## src/design/ffa_pkg.sv

```systemverilog
// shared constants, types and the size rounding function of the first-fit allocator
// no dependencies; compiled before every other file of the block
`default_nettype none

package ffa_pkg;

  // map geometry (both must be powers of two)
  localparam int UNIT_COUNT = 256;
  localparam int PAGE_UNITS = 32;

  localparam int UNIT_W  = $clog2(UNIT_COUNT);
  localparam int CNT_W   = UNIT_W + 1;
  localparam int SIZE_W  = 9;
  localparam int INDEX_W = 8;
  localparam int NEED_W  = SIZE_W + 1;
  localparam int CALC_W  = ((CNT_W > NEED_W) ? CNT_W : NEED_W) + 1;
  localparam int GRAIN   = 4;

  localparam logic FUNC_ALLOC = 1'b0;
  localparam logic FUNC_MARK  = 1'b1;

  typedef enum logic [1:0] {
    MAP_FREE = 2'd0,
    MAP_USED = 2'd1,
    MAP_END  = 2'd2
  } map_code_t;

  typedef enum logic [1:0] {
    ST_DONE   = 2'd0,
    ST_NOROOM = 2'd1,
    ST_BAD    = 2'd2
  } status_t;

  typedef struct packed {
    logic             func;
    logic [SIZE_W-1:0]  size;
    logic [INDEX_W-1:0] index;
  } req_t;

  typedef struct packed {
    logic               vld;
    status_t            status;
    logic [INDEX_W-1:0] start;
  } rsp_t;

  typedef struct packed {
    logic              rd_en;
    logic [UNIT_W-1:0] rd_addr;
    logic              wr_en;
    logic [UNIT_W-1:0] wr_addr;
    logic [1:0]        wr_data;
  } map_req_t;

  // round up to the 4-unit grain, then to whole pages above half a page
  function automatic logic [NEED_W-1:0] round_alloc(input logic [SIZE_W-1:0] sz);
    logic [NEED_W-1:0] r;
    r = ({1'b0, sz} + NEED_W'(GRAIN - 1)) & ~NEED_W'(GRAIN - 1);
    if (r > NEED_W'(PAGE_UNITS / 2)) begin
      r = (r + NEED_W'(PAGE_UNITS - 1)) & ~NEED_W'(PAGE_UNITS - 1);
    end
    return r;
  endfunction

endpackage

`default_nettype wire

```

## src/design/ffa_if.sv

```systemverilog
// valid/ready channel interfaces for requests and results of the allocator
// depends on ffa_pkg for the field widths
`default_nettype none

interface ffa_in_if;
  import ffa_pkg::*;
  logic               valid;
  logic               ready;
  logic               func;
  logic [SIZE_W-1:0]  size;
  logic [INDEX_W-1:0] index;

  modport source (output valid, output func, output size, output index, input ready);
  modport sink   (input valid, input func, input size, input index, output ready);
endinterface

interface ffa_out_if;
  import ffa_pkg::*;
  logic               valid;
  logic               ready;
  logic [1:0]         status;
  logic [INDEX_W-1:0] start_index;

  modport source (output valid, output status, output start_index, input ready);
  modport sink   (input valid, input status, input start_index, output ready);
endinterface

`default_nettype wire

```

## src/design/first_fit_unit_map_allocator_core.sv

```systemverilog
// top level of the first-fit unit map allocator: sequencer, map ram, result register
// depends on ffa_pkg, ffa_if, ffa_map_ram and ffa_seq
//
//   channel   dir   handshake          payload
//   in_ch     in    valid / ready      func, size, index
//   out_ch    out   valid / ready      status, start_index
//
// after reset the map ram is swept to free, one unit a cycle, with ready low throughout the sweep
// zero size, bad mark or oversize allocate: accept, response state, then the result register once it is free
// mark: one map write per unit in the write state, then the response state and the result register
// allocate: a scan with one ram read per unit (registered read data, checked one unit behind the reads)
//   then one write per granted unit and the response state; bounded by the single ram port pair
// a result waits in the output register; a new item is accepted meanwhile and stalls
//   only when its own result finds the register still full
`default_nettype none

module first_fit_unit_map_allocator_core (
  input  logic     clk,
  input  logic     rst_n,
  ffa_in_if.sink   in_ch,
  ffa_out_if.source out_ch
);
  import ffa_pkg::*;

  req_t     req;
  rsp_t     rsp;
  map_req_t map_req;
  logic     req_rdy;
  logic     slot_free;
  logic [1:0] map_rd_data;

  // output register
  logic               out_vld_r;
  logic [1:0]         out_status_r;
  logic [INDEX_W-1:0] out_start_r;

  assign req.func  = in_ch.func;
  assign req.size  = in_ch.size;
  assign req.index = in_ch.index;
  assign in_ch.ready = req_rdy;

  // result slot can take a new item when empty or being drained this cycle
  assign slot_free = !out_vld_r || out_ch.ready;

  ffa_seq u_seq (
    .clk         (clk),
    .rst_n       (rst_n),
    .req_vld     (in_ch.valid),
    .req         (req),
    .req_rdy     (req_rdy),
    .rsp         (rsp),
    .rsp_take    (slot_free),
    .map_req     (map_req),
    .map_rd_data (map_rd_data)
  );

  // unit map: 2-bit code per allocation unit
  ffa_map_ram #(
    .DEPTH (UNIT_COUNT),
    .WIDTH (2)
  ) u_map_ram (
    .clk     (clk),
    .wr_en   (map_req.wr_en),
    .wr_addr (map_req.wr_addr),
    .wr_data (map_req.wr_data),
    .rd_en   (map_req.rd_en),
    .rd_addr (map_req.rd_addr),
    .rd_data (map_rd_data)
  );

  always_ff @(posedge clk) begin
    if (!rst_n) begin
      out_vld_r <= 1'b0;
    end else if (rsp.vld && slot_free) begin
      out_vld_r <= 1'b1;
    end else if (out_ch.ready) begin
      out_vld_r <= 1'b0;
    end
    if (rsp.vld && slot_free) begin
      out_status_r <= rsp.status;
      out_start_r  <= rsp.start;
    end
  end

  assign out_ch.valid       = out_vld_r;
  assign out_ch.status      = out_status_r;
  assign out_ch.start_index = out_start_r;

endmodule

`default_nettype wire

```

## src/design/ffa_map_ram.sv

```systemverilog
// generic single-write, single-read synchronous ram with registered read data
// no package dependencies
`default_nettype none

module ffa_map_ram #(
  parameter int DEPTH = 256,
  parameter int WIDTH = 2
) (
  input  logic                     clk,
  input  logic                     wr_en,
  input  logic [$clog2(DEPTH)-1:0] wr_addr,
  input  logic [WIDTH-1:0]         wr_data,
  input  logic                     rd_en,
  input  logic [$clog2(DEPTH)-1:0] rd_addr,
  output logic [WIDTH-1:0]         rd_data
);

  logic [WIDTH-1:0] mem [DEPTH];

  always_ff @(posedge clk) begin
    if (wr_en) begin
      mem[wr_addr] <= wr_data;
    end
  end

  always_ff @(posedge clk) begin
    if (rd_en) begin
      rd_data <= mem[rd_addr];
    end
  end

endmodule

`default_nettype wire

```

## src/design/ffa_seq.sv

```systemverilog
// request sequencer: map clear, first-fit scan and run write-back over the unit map ram
// depends on ffa_pkg
`default_nettype none

module ffa_seq (
  input  logic             clk,
  input  logic             rst_n,
  input  logic             req_vld,
  input  ffa_pkg::req_t    req,
  output logic             req_rdy,
  output ffa_pkg::rsp_t    rsp,
  input  logic             rsp_take,
  output ffa_pkg::map_req_t map_req,
  input  logic [1:0]       map_rd_data
);
  import ffa_pkg::*;

  typedef enum logic [2:0] {
    S_CLEAR,
    S_IDLE,
    S_SCAN,
    S_WRITE,
    S_RESP
  } state_t;

  state_t             state_r, state_nxt;
  logic [UNIT_W-1:0]  clr_idx_r, clr_idx_nxt;
  logic [CNT_W-1:0]   scan_idx_r, scan_idx_nxt;
  logic               pend_r, pend_nxt;
  logic [UNIT_W-1:0]  pend_idx_r, pend_idx_nxt;
  logic [CNT_W-1:0]   run_r, run_nxt;
  logic [NEED_W-1:0]  need_r, need_nxt;
  logic [UNIT_W-1:0]  wr_idx_r, wr_idx_nxt;
  logic [UNIT_W-1:0]  wr_last_r, wr_last_nxt;
  status_t            status_r, status_nxt;
  logic [INDEX_W-1:0] start_r, start_nxt;

  logic [NEED_W-1:0]  need_req;
  logic [CALC_W-1:0]  mark_end;
  logic [CNT_W-1:0]   run_inc;
  logic [CNT_W-1:0]   run_start;

  always_comb begin
    need_req  = round_alloc(req.size);
    mark_end  = CALC_W'(req.index) + CALC_W'(req.size);
    run_inc   = (map_rd_data == MAP_FREE) ? run_r + CNT_W'(1) : '0;
    run_start = CNT_W'(pend_idx_r) + CNT_W'(1) - run_inc;
  end

  always_comb begin
    state_nxt    = state_r;
    clr_idx_nxt  = clr_idx_r;
    scan_idx_nxt = scan_idx_r;
    pend_nxt     = 1'b0;
    pend_idx_nxt = pend_idx_r;
    run_nxt      = run_r;
    need_nxt     = need_r;
    wr_idx_nxt   = wr_idx_r;
    wr_last_nxt  = wr_last_r;
    status_nxt   = status_r;
    start_nxt    = start_r;
    req_rdy      = 1'b0;
    map_req      = '0;

    case (state_r)
      S_CLEAR: begin
        map_req.wr_en   = 1'b1;
        map_req.wr_addr = clr_idx_r;
        map_req.wr_data = MAP_FREE;
        clr_idx_nxt     = clr_idx_r + UNIT_W'(1);
        if (clr_idx_r == UNIT_W'(UNIT_COUNT - 1)) begin
          state_nxt = S_IDLE;
        end
      end
      S_IDLE: begin
        req_rdy = 1'b1;
        if (req_vld) begin
          start_nxt = '0;
          if (req.size == '0) begin
            status_nxt = ST_BAD;
            state_nxt  = S_RESP;
          end else if (req.func == FUNC_ALLOC) begin
            need_nxt     = need_req;
            scan_idx_nxt = '0;
            run_nxt      = '0;
            if (CALC_W'(need_req) > CALC_W'(UNIT_COUNT)) begin
              status_nxt = ST_NOROOM;
              state_nxt  = S_RESP;
            end else begin
              state_nxt = S_SCAN;
            end
          end else if (mark_end > CALC_W'(UNIT_COUNT)) begin
            status_nxt = ST_BAD;
            state_nxt  = S_RESP;
          end else begin
            wr_idx_nxt  = UNIT_W'(req.index);
            wr_last_nxt = UNIT_W'(mark_end - CALC_W'(1));
            start_nxt   = req.index;
            status_nxt  = ST_DONE;
            state_nxt   = S_WRITE;
          end
        end
      end
      S_SCAN: begin
        // reads run one unit ahead of the run check
        if (scan_idx_r < CNT_W'(UNIT_COUNT)) begin
          map_req.rd_en   = 1'b1;
          map_req.rd_addr = scan_idx_r[UNIT_W-1:0];
          scan_idx_nxt    = scan_idx_r + CNT_W'(1);
          pend_nxt        = 1'b1;
          pend_idx_nxt    = scan_idx_r[UNIT_W-1:0];
        end
        if (pend_r) begin
          run_nxt = run_inc;
          if (CALC_W'(run_inc) >= CALC_W'(need_r)) begin
            wr_idx_nxt  = run_start[UNIT_W-1:0];
            wr_last_nxt = pend_idx_r;
            start_nxt   = INDEX_W'(run_start);
            status_nxt  = ST_DONE;
            pend_nxt    = 1'b0;
            state_nxt   = S_WRITE;
          end else if (pend_idx_r == UNIT_W'(UNIT_COUNT - 1)) begin
            status_nxt = ST_NOROOM;
            pend_nxt   = 1'b0;
            state_nxt  = S_RESP;
          end
        end
      end
      S_WRITE: begin
        map_req.wr_en   = 1'b1;
        map_req.wr_addr = wr_idx_r;
        map_req.wr_data = (wr_idx_r == wr_last_r) ? MAP_END : MAP_USED;
        wr_idx_nxt      = wr_idx_r + UNIT_W'(1);
        if (wr_idx_r == wr_last_r) begin
          state_nxt = S_RESP;
        end
      end
      S_RESP: begin
        if (rsp_take) begin
          state_nxt = S_IDLE;
        end
      end
      default: begin
        state_nxt = S_IDLE;
      end
    endcase
  end

  always_comb begin
    rsp.vld    = (state_r == S_RESP);
    rsp.status = status_r;
    rsp.start  = start_r;
  end

  always_ff @(posedge clk) begin
    if (!rst_n) begin
      state_r   <= S_CLEAR;
      clr_idx_r <= '0;
      pend_r    <= 1'b0;
    end else begin
      state_r   <= state_nxt;
      clr_idx_r <= clr_idx_nxt;
      pend_r    <= pend_nxt;
    end
    scan_idx_r <= scan_idx_nxt;
    pend_idx_r <= pend_idx_nxt;
    run_r      <= run_nxt;
    need_r     <= need_nxt;
    wr_idx_r   <= wr_idx_nxt;
    wr_last_r  <= wr_last_nxt;
    status_r   <= status_nxt;
    start_r    <= start_nxt;
  end

endmodule

`default_nettype wire

```

## src/flat_wrapper.sv

```systemverilog
// flat-port wrapper written by rule: the top's interface ports become plain ports
module first_fit_unit_map_allocator_core_flat import ffa_pkg::*;
  (clk, rst_n, in_ch_valid, in_ch_func, in_ch_size, in_ch_index, in_ch_ready, out_ch_valid, out_ch_status, out_ch_start_index, out_ch_ready);
  ffa_in_if in_ch_i ();
  ffa_out_if out_ch_i ();
  input  logic clk;
  input  logic rst_n;
  input wire logic [$bits(in_ch_i.valid)-1:0] in_ch_valid;
  input wire logic [$bits(in_ch_i.func)-1:0] in_ch_func;
  input wire logic [$bits(in_ch_i.size)-1:0] in_ch_size;
  input wire logic [$bits(in_ch_i.index)-1:0] in_ch_index;
  output wire logic [$bits(in_ch_i.ready)-1:0] in_ch_ready;
  output wire logic [$bits(out_ch_i.valid)-1:0] out_ch_valid;
  output wire logic [$bits(out_ch_i.status)-1:0] out_ch_status;
  output wire logic [$bits(out_ch_i.start_index)-1:0] out_ch_start_index;
  input wire logic [$bits(out_ch_i.ready)-1:0] out_ch_ready;
  assign in_ch_i.valid = in_ch_valid;
  assign in_ch_i.func = in_ch_func;
  assign in_ch_i.size = in_ch_size;
  assign in_ch_i.index = in_ch_index;
  assign in_ch_ready = in_ch_i.ready;
  assign out_ch_valid = out_ch_i.valid;
  assign out_ch_status = out_ch_i.status;
  assign out_ch_start_index = out_ch_i.start_index;
  assign out_ch_i.ready = out_ch_ready;
  first_fit_unit_map_allocator_core u_core (.clk(clk), .rst_n(rst_n), .in_ch(in_ch_i), .out_ch(out_ch_i));
endmodule
```

## config.mk

```make
export PLATFORM = sky130hd
export DESIGN_NAME = first_fit_unit_map_allocator_core_flat
export DESIGN_NICKNAME = d
export VERILOG_FILES = /design/src/design/ffa_pkg.sv /design/src/design/ffa_if.sv /design/src/design/first_fit_unit_map_allocator_core.sv /design/src/design/ffa_map_ram.sv /design/src/design/ffa_seq.sv /design/src/flat_wrapper.sv
export SDC_FILE = /design/constraint.sdc
export NUM_CORES = 1
export LEC_CHECK = 0
export BUFFER_PORTS_ARGS = -buffer_cell sky130_fd_sc_hd__buf_2
export CORE_MARGIN = 2
export CORE_UTILIZATION = 60
export DETAILED_ROUTE_END_ITERATION = 16
export PLACE_DENSITY = 0.78
export SLEW_MARGIN = 20
export SYNTH_ARGS = -nofsm -noshare
export SYNTH_HDL_FRONTEND = slang
export SYNTH_HIERARCHICAL = 1
export SYNTH_SLANG_ARGS = --single-unit
```

## constraint.sdc

```tcl
create_clock -name clk -period 23.2 [get_ports clk]
set_input_delay 2.32 -clock clk [delete_from_list [all_inputs] [get_ports clk]]
set_output_delay 2.32 -clock clk [all_outputs]
set_load 0.05 [all_outputs]
```

==> impl_metrics.prom <==
# TYPE chip_impl_metric gauge
chip_impl_metric{name="ys_warn_count",unit=""} 6
chip_impl_metric{name="cts_repair_resize_count",unit=""} 0
chip_impl_metric{name="dr_total_vias",unit=""} 15667
chip_impl_metric{name="arithmetic_cell_share_of_the_synthesized_area_counting_full_adders_half_adders_and_majority_gates",unit=""} 0.0170
chip_impl_metric{name="antenna_found_initial",unit=""} 0
chip_impl_metric{name="power_frac_clock",unit=""} 0.423
chip_impl_metric{name="numClockSinks",unit=""} 597
chip_impl_metric{name="buffer_ports.inserted",unit=""} 33
chip_impl_metric{name="number_of_flops_mapped_to_enable_cells_by_yosys",unit=""} 584
chip_impl_metric{name="rrSetupSlack",unit="ps"} 17730
chip_impl_metric{name="grt_use_total",unit=""} 0.270
chip_impl_metric{name="synth.cell_area",unit="um^2"} 26600
chip_impl_metric{name="post_drt_wl_per_cell",unit="um"} 25.5
chip_impl_metric{name="place_inst",unit=""} 2307
chip_impl_metric{name="avgSynthCellArea",unit="um^2"} 15.0
chip_impl_metric{name="clock_latency_late_sink",unit="ps"} 610
chip_impl_metric{name="power.share.switching",unit=""} 0.203
chip_impl_info{name="synth-main-ff-cell",value="sky130_fd_sc_hd__edfxtp_1"} 1
chip_impl_metric{name="via_count_of_the_first_global_routing_pass",unit=""} 15866
chip_impl_info{name="crit_type",value="reg -> reg"} 1
chip_impl_metric{name="layout.cells.non_filler",unit=""} 2413
chip_impl_metric{name="die_w",unit="um"} 215
chip_impl_metric{name="worstMarginPinSlew",unit="ps"} 1320
chip_impl_metric{name="clk_transition_reported_paths",unit="ps"} 60
chip_impl_metric{name="finalCoreUtilization",unit=""} 0.656
chip_impl_metric{name="first_pass_iters",unit=""} 7
chip_impl_metric{name="pwr_density_cell",unit="nW/um^2"} 73.0
chip_impl_info{name="cts_root_buf",value="sky130_fd_sc_hd__clkbuf_16"} 1
chip_impl_metric{name="skew",unit="ps"} 18.6
chip_impl_metric{name="n_antenna_cell",unit=""} 0
chip_impl_metric{name="min_delay_path_depth",unit=""} 0
chip_impl_metric{name="num-nets-final",unit=""} 1833
chip_impl_metric{name="route.final.wire_length",unit="mm"} 61.6
chip_impl_metric{name="switching_power",unit="uW"} 428
chip_impl_metric{name="simple_gate_share_of_the_synthesized_area",unit=""} 0.0912
chip_impl_metric{name="cts-root-to-sink-buffers",unit=""} 3
chip_impl_info{name="critPathCapture",value="u_core/u_map_ram/rd_data[1]"} 1
chip_impl_metric{name="grt-ovfl-total",unit=""} 0
chip_impl_metric{name="synthXorXnorAreaFrac",unit=""} 0.0174
chip_impl_metric{name="cp_slowest_stage_delay",unit="ps"} 850
chip_impl_metric{name="floorplan.initialDensity",unit=""} 0.605
chip_impl_metric{name="synth_compound_area_frac",unit=""} 0.0591
chip_impl_info{name="timing.critical_path.to_type",value="register"} 1
chip_impl_metric{name="leakagePower",unit="uW"} 0.00815
chip_impl_metric{name="final-setup-viol-count",unit=""} 0
chip_impl_metric{name="grt_first_pass_wirelength",unit="mm"} 93.7
chip_impl_metric{name="period_minus_slack",unit="ps"} 5470
chip_impl_metric{name="drtIter0Drc",unit=""} 2030
chip_impl_metric{name="ios",unit=""} 34
chip_impl_metric{name="synth.area.mux_share",unit=""} 0.117
chip_impl_metric{name="relSlewSlack",unit=""} 0.123
chip_impl_metric{name="cp.required",unit="ps"} 23550
chip_impl_metric{name="cts_hold_buf",unit=""} 0
chip_impl_info{name="clock_tree_from_tritoncts",value="done"} 1
chip_impl_metric{name="comb_power_share",unit=""} 0.022
chip_impl_metric{name="post_drt_via_cell_ratio",unit=""} 6.49
chip_impl_metric{name="fill_cells",unit=""} 2958
chip_impl_metric{name="ant_nets",unit=""} 0
chip_impl_info{name="cpMaxStageDelayCell",value="sky130_fd_sc_hd__nand3b_1"} 1
chip_impl_metric{name="final.period_utilization",unit=""} 0.236
chip_impl_metric{name="slew_viol_final",unit=""} 0
chip_impl_info{name="status",value="finished, final reports clean"} 1
chip_impl_metric{name="critPathMaxFanout",unit=""} 48
chip_impl_metric{name="largest_net_degree_at_the_start_of_global_routing",unit=""} 257
chip_impl_metric{name="worst-path-buf-inv",unit=""} 2
chip_impl_metric{name="async_reset_ff_frac",unit=""} 0
chip_impl_metric{name="worst_r2r_path_depth",unit=""} 12
chip_impl_metric{name="drc",unit=""} 0
chip_impl_metric{name="timing.final.hold_violations",unit=""} 0
chip_impl_metric{name="flip_flop_and_latch_count_after_synthesis",unit=""} 597
chip_impl_info{name="hold_start",value="u_core/u_seq/status_r[1]"} 1
chip_impl_metric{name="share_of_final_layout_standard_cells_stronger_than_drive_strength_1",unit=""} 0.140
chip_impl_info{name="grt_setup_unrepaired",value="no"} 1
chip_impl_info{name="regToRegEndpoint",value="u_core/u_map_ram/rd_data[1]"} 1
chip_impl_metric{name="placementRows",unit=""} 77
chip_impl_metric{name="power",unit="uW"} 2110
chip_impl_metric{name="power.ir.vdd_worst",unit="mV"} 0.0607
chip_impl_metric{name="die_area",unit="um^2"} 46100
chip_impl_metric{name="dieHeight",unit="um"} 215
chip_impl_metric{name="half_perimeter_wire_length_after_detailed_placement",unit="mm"} 36.9
chip_impl_info{name="crit_chain",value="nand2b_1 > nand2b_1 > nor2_1 > buf_4 > and2_2 > buf_4 > nand3b_1 > o22ai_1 > a2111oi_0 > o21ai_0 > a31oi_1 > a311oi_2"} 1
chip_impl_info{name="worstHoldPathType",value="reg -> reg"} 1
chip_impl_metric{name="ys_seq_area_frac",unit=""} 0.669
chip_impl_info{name="setup.worst_path.start_class",value="register"} 1
chip_impl_info{name="critical_path.top_delay_family",value="simple AND/OR/NAND/NOR gates"} 1
chip_impl_metric{name="synthesis.instances",unit=""} 1770
chip_impl_metric{name="p_int",unit="uW"} 1680
chip_impl_metric{name="count_of_maximum_capacitance_violations",unit=""} 0
chip_impl_metric{name="timing.fmax",unit="GHz"} 0.183
chip_impl_metric{name="sequentialPowerShare",unit=""} 0.555
chip_impl_metric{name="cp_data_arrival_time",unit="ps"} 5820
chip_impl_info{name="rr_startpoint",value="u_core/u_seq/state_r[2]"} 1
chip_impl_metric{name="hold_slack",unit="ps"} 418
chip_impl_metric{name="cts-buffers-inserted",unit=""} 58
chip_impl_metric{name="synth_cell_type_count",unit=""} 81
chip_impl_metric{name="floorplan.core_area",unit="um^2"} 44000
chip_impl_metric{name="flow.area_growth_from_synthesis",unit="%"} 8.50
chip_impl_metric{name="cp_num_cells",unit=""} 12
chip_impl_metric{name="syn_nets",unit=""} 1827
chip_impl_metric{name="cts.repair_timing.setup_buffer_count",unit=""} 0
chip_impl_metric{name="finalSetupTns",unit="ps"} 0
chip_impl_metric{name="cts.htree.levels",unit=""} 2
chip_impl_metric{name="gp_congestion",unit=""} 0.913
chip_impl_info{name="largest_family_of_logic_cells_by_synthesized_area",value="multiplexers"} 1
chip_impl_info{name="cp-startpoint",value="u_core/u_seq/state_r[2]"} 1
logic make-up (layout without fill, tap and decap cells):
family	count (synthesis)	after routing
AO/OA/AOI/OAI	220	220
buffers and inverters	139	190
multiplexers	175	175
XOR/XNOR	53	53
adder cells (fa/ha/maj)	35	35
AND/OR/NAND/NOR	551	551
flip-flops	597	597
Yosys cell counts, drive strengths merged (3+ instances only):
master / instances / area [um^2]
xnor2: 36 / 315
o21ai: 52 / 260
and3: 11 / 68.8
ha: 33 / 413
nor2b: 15 / 93.8
o21a: 3 / 22.5
a221oi: 9 / 85.1
edfxtp: 584 / 17500
o221ai: 18 / 158
o31ai: 7 / 52.6
nand3: 48 / 240
nor4: 3 / 25.0
a21oi: 30 / 150
a22o: 11 / 96.3
dfxtp: 13 / 260
a31oi: 4 / 25.0
mux2: 8 / 90.1
mux4: 102 / 2370
a21boi: 4 / 33.8
and2: 23 / 146
a2111oi: 10 / 100
o22ai: 11 / 75.1
nor2: 330 / 1240
a22oi: 14 / 110
a31o: 4 / 35.0
nor3: 12 / 60.1
or2: 5 / 31.3
clkbuf: 73 / 282
nand2: 61 / 229
or3: 5 / 31.3
buf: 36 / 384
a211oi: 16 / 125
a221o: 4 / 40.0
a21o: 4 / 30.0
inv: 29 / 109
mux2i: 65 / 651
nand2b: 12 / 82.6
nand4: 16 / 100
xor2: 17 / 149
worst min-delay path by stage:
stage                                    to  slack [ps]
6_report            u_core/out_ch.status[1]         420
5_1_grt        u_core/out_ch.start_index[0]         440
4_1_cts             u_core/out_ch.status[1]         420
3_5_place_dp        u_core/out_ch.status[1]         400
3_3_place_gp        u_core/out_ch.status[1]         400
2_1_floorplan  u_core/out_ch.start_index[0]         400
cells in the final DEF, fill, tap and decap left out, drive strengths merged, types with 5 or more instances in the layout:
cell and n:
edfxtp 584, nor2 330, mux4 102, clkbuf 70
mux2i 65, nand2 61, buf 56, o21ai 52
nand3 48, xnor2 36, ha 33, clkinv 32
a21oi 30, inv 29, and2 23, o221ai 18
xor2 17, nand4 16, a211oi 16, nor2b 15
a22oi 14, dfxtp 13, nor3 12, nand2b 12
a22o 11, and3 11, o22ai 11, a2111oi 10
a221oi 9, mux2 8, o31ai 7, or2 5
or3 5
power groups by stage:
stage | Clock, uW | Sequential, uW | Combinational, uW
floorplan | 0 | 1190 | 29.1
global placement | 0 | 1190 | 45.1
detailed placement | 0 | 1190 | 45.6
CTS | 902 | 1170 | 46.1
global route | 944 | 1170 | 50.6
finish | 892 | 1170 | 47.3
metrics by stage:
step | worst slack, ps | cell area, um^2
detailed placement | 17210 | 27100
floorplan | 5710 | 26600
global route | 17380 | 28900
CTS | 17760 | 28800
finish | 17730 | 28900
global placement | 17350 | 27100
routing by layer:
| metal | wire, um | up-vias | part of all wire | track usage |
|---|---|---|---|---|
| met4 | 2220 | 0 | 0.036 | 0.102 |
| met3 | 6310 | 166 | 0.10 | 0.0648 |
| li1 | - | 6829 | - | - |
| met1 | 23500 | 7809 | 0.38 | 0.363 |
| met5 | 0 | - | 0 | 0 |
| met2 | 29600 | 863 | 0.48 | 0.433 |
registers in the layout, indices dropped and copies added, names as in the netlist:
signal,flops
u_core/out_ch.start_index,8
u_core/out_ch.status,2
u_core/out_ch.valid,1
u_core/u_map_ram/mem,512
u_core/u_map_ram/rd_data,2
u_core/u_seq/clr_idx_r,8
u_core/u_seq/need_r,8
u_core/u_seq/pend_idx_r,8
u_core/u_seq/pend_r,1
u_core/u_seq/run_r,9
u_core/u_seq/scan_idx_r,9
u_core/u_seq/start_r,8
u_core/u_seq/state_r,3
u_core/u_seq/status_r,2
u_core/u_seq/wr_idx_r,8
u_core/u_seq/wr_last_r,8
cell type report:
| cell class | instances | area [um^2] | area share |
|---|---|---|---|
| clock inverter | 35 | 265 | 0.00919 |
| inverter | 29 | 109 | 0.00377 |
| tap | 592 | 741 | 0.0256 |
| clock buffer | 70 | 1520 | 0.0526 |
| multi-input combinational | 1034 | 8060 | 0.279 |
| sequential | 597 | 17800 | 0.616 |
| timing repair buffer | 56 | 387 | 0.0134 |
Power figures use the tool's default switching activity.
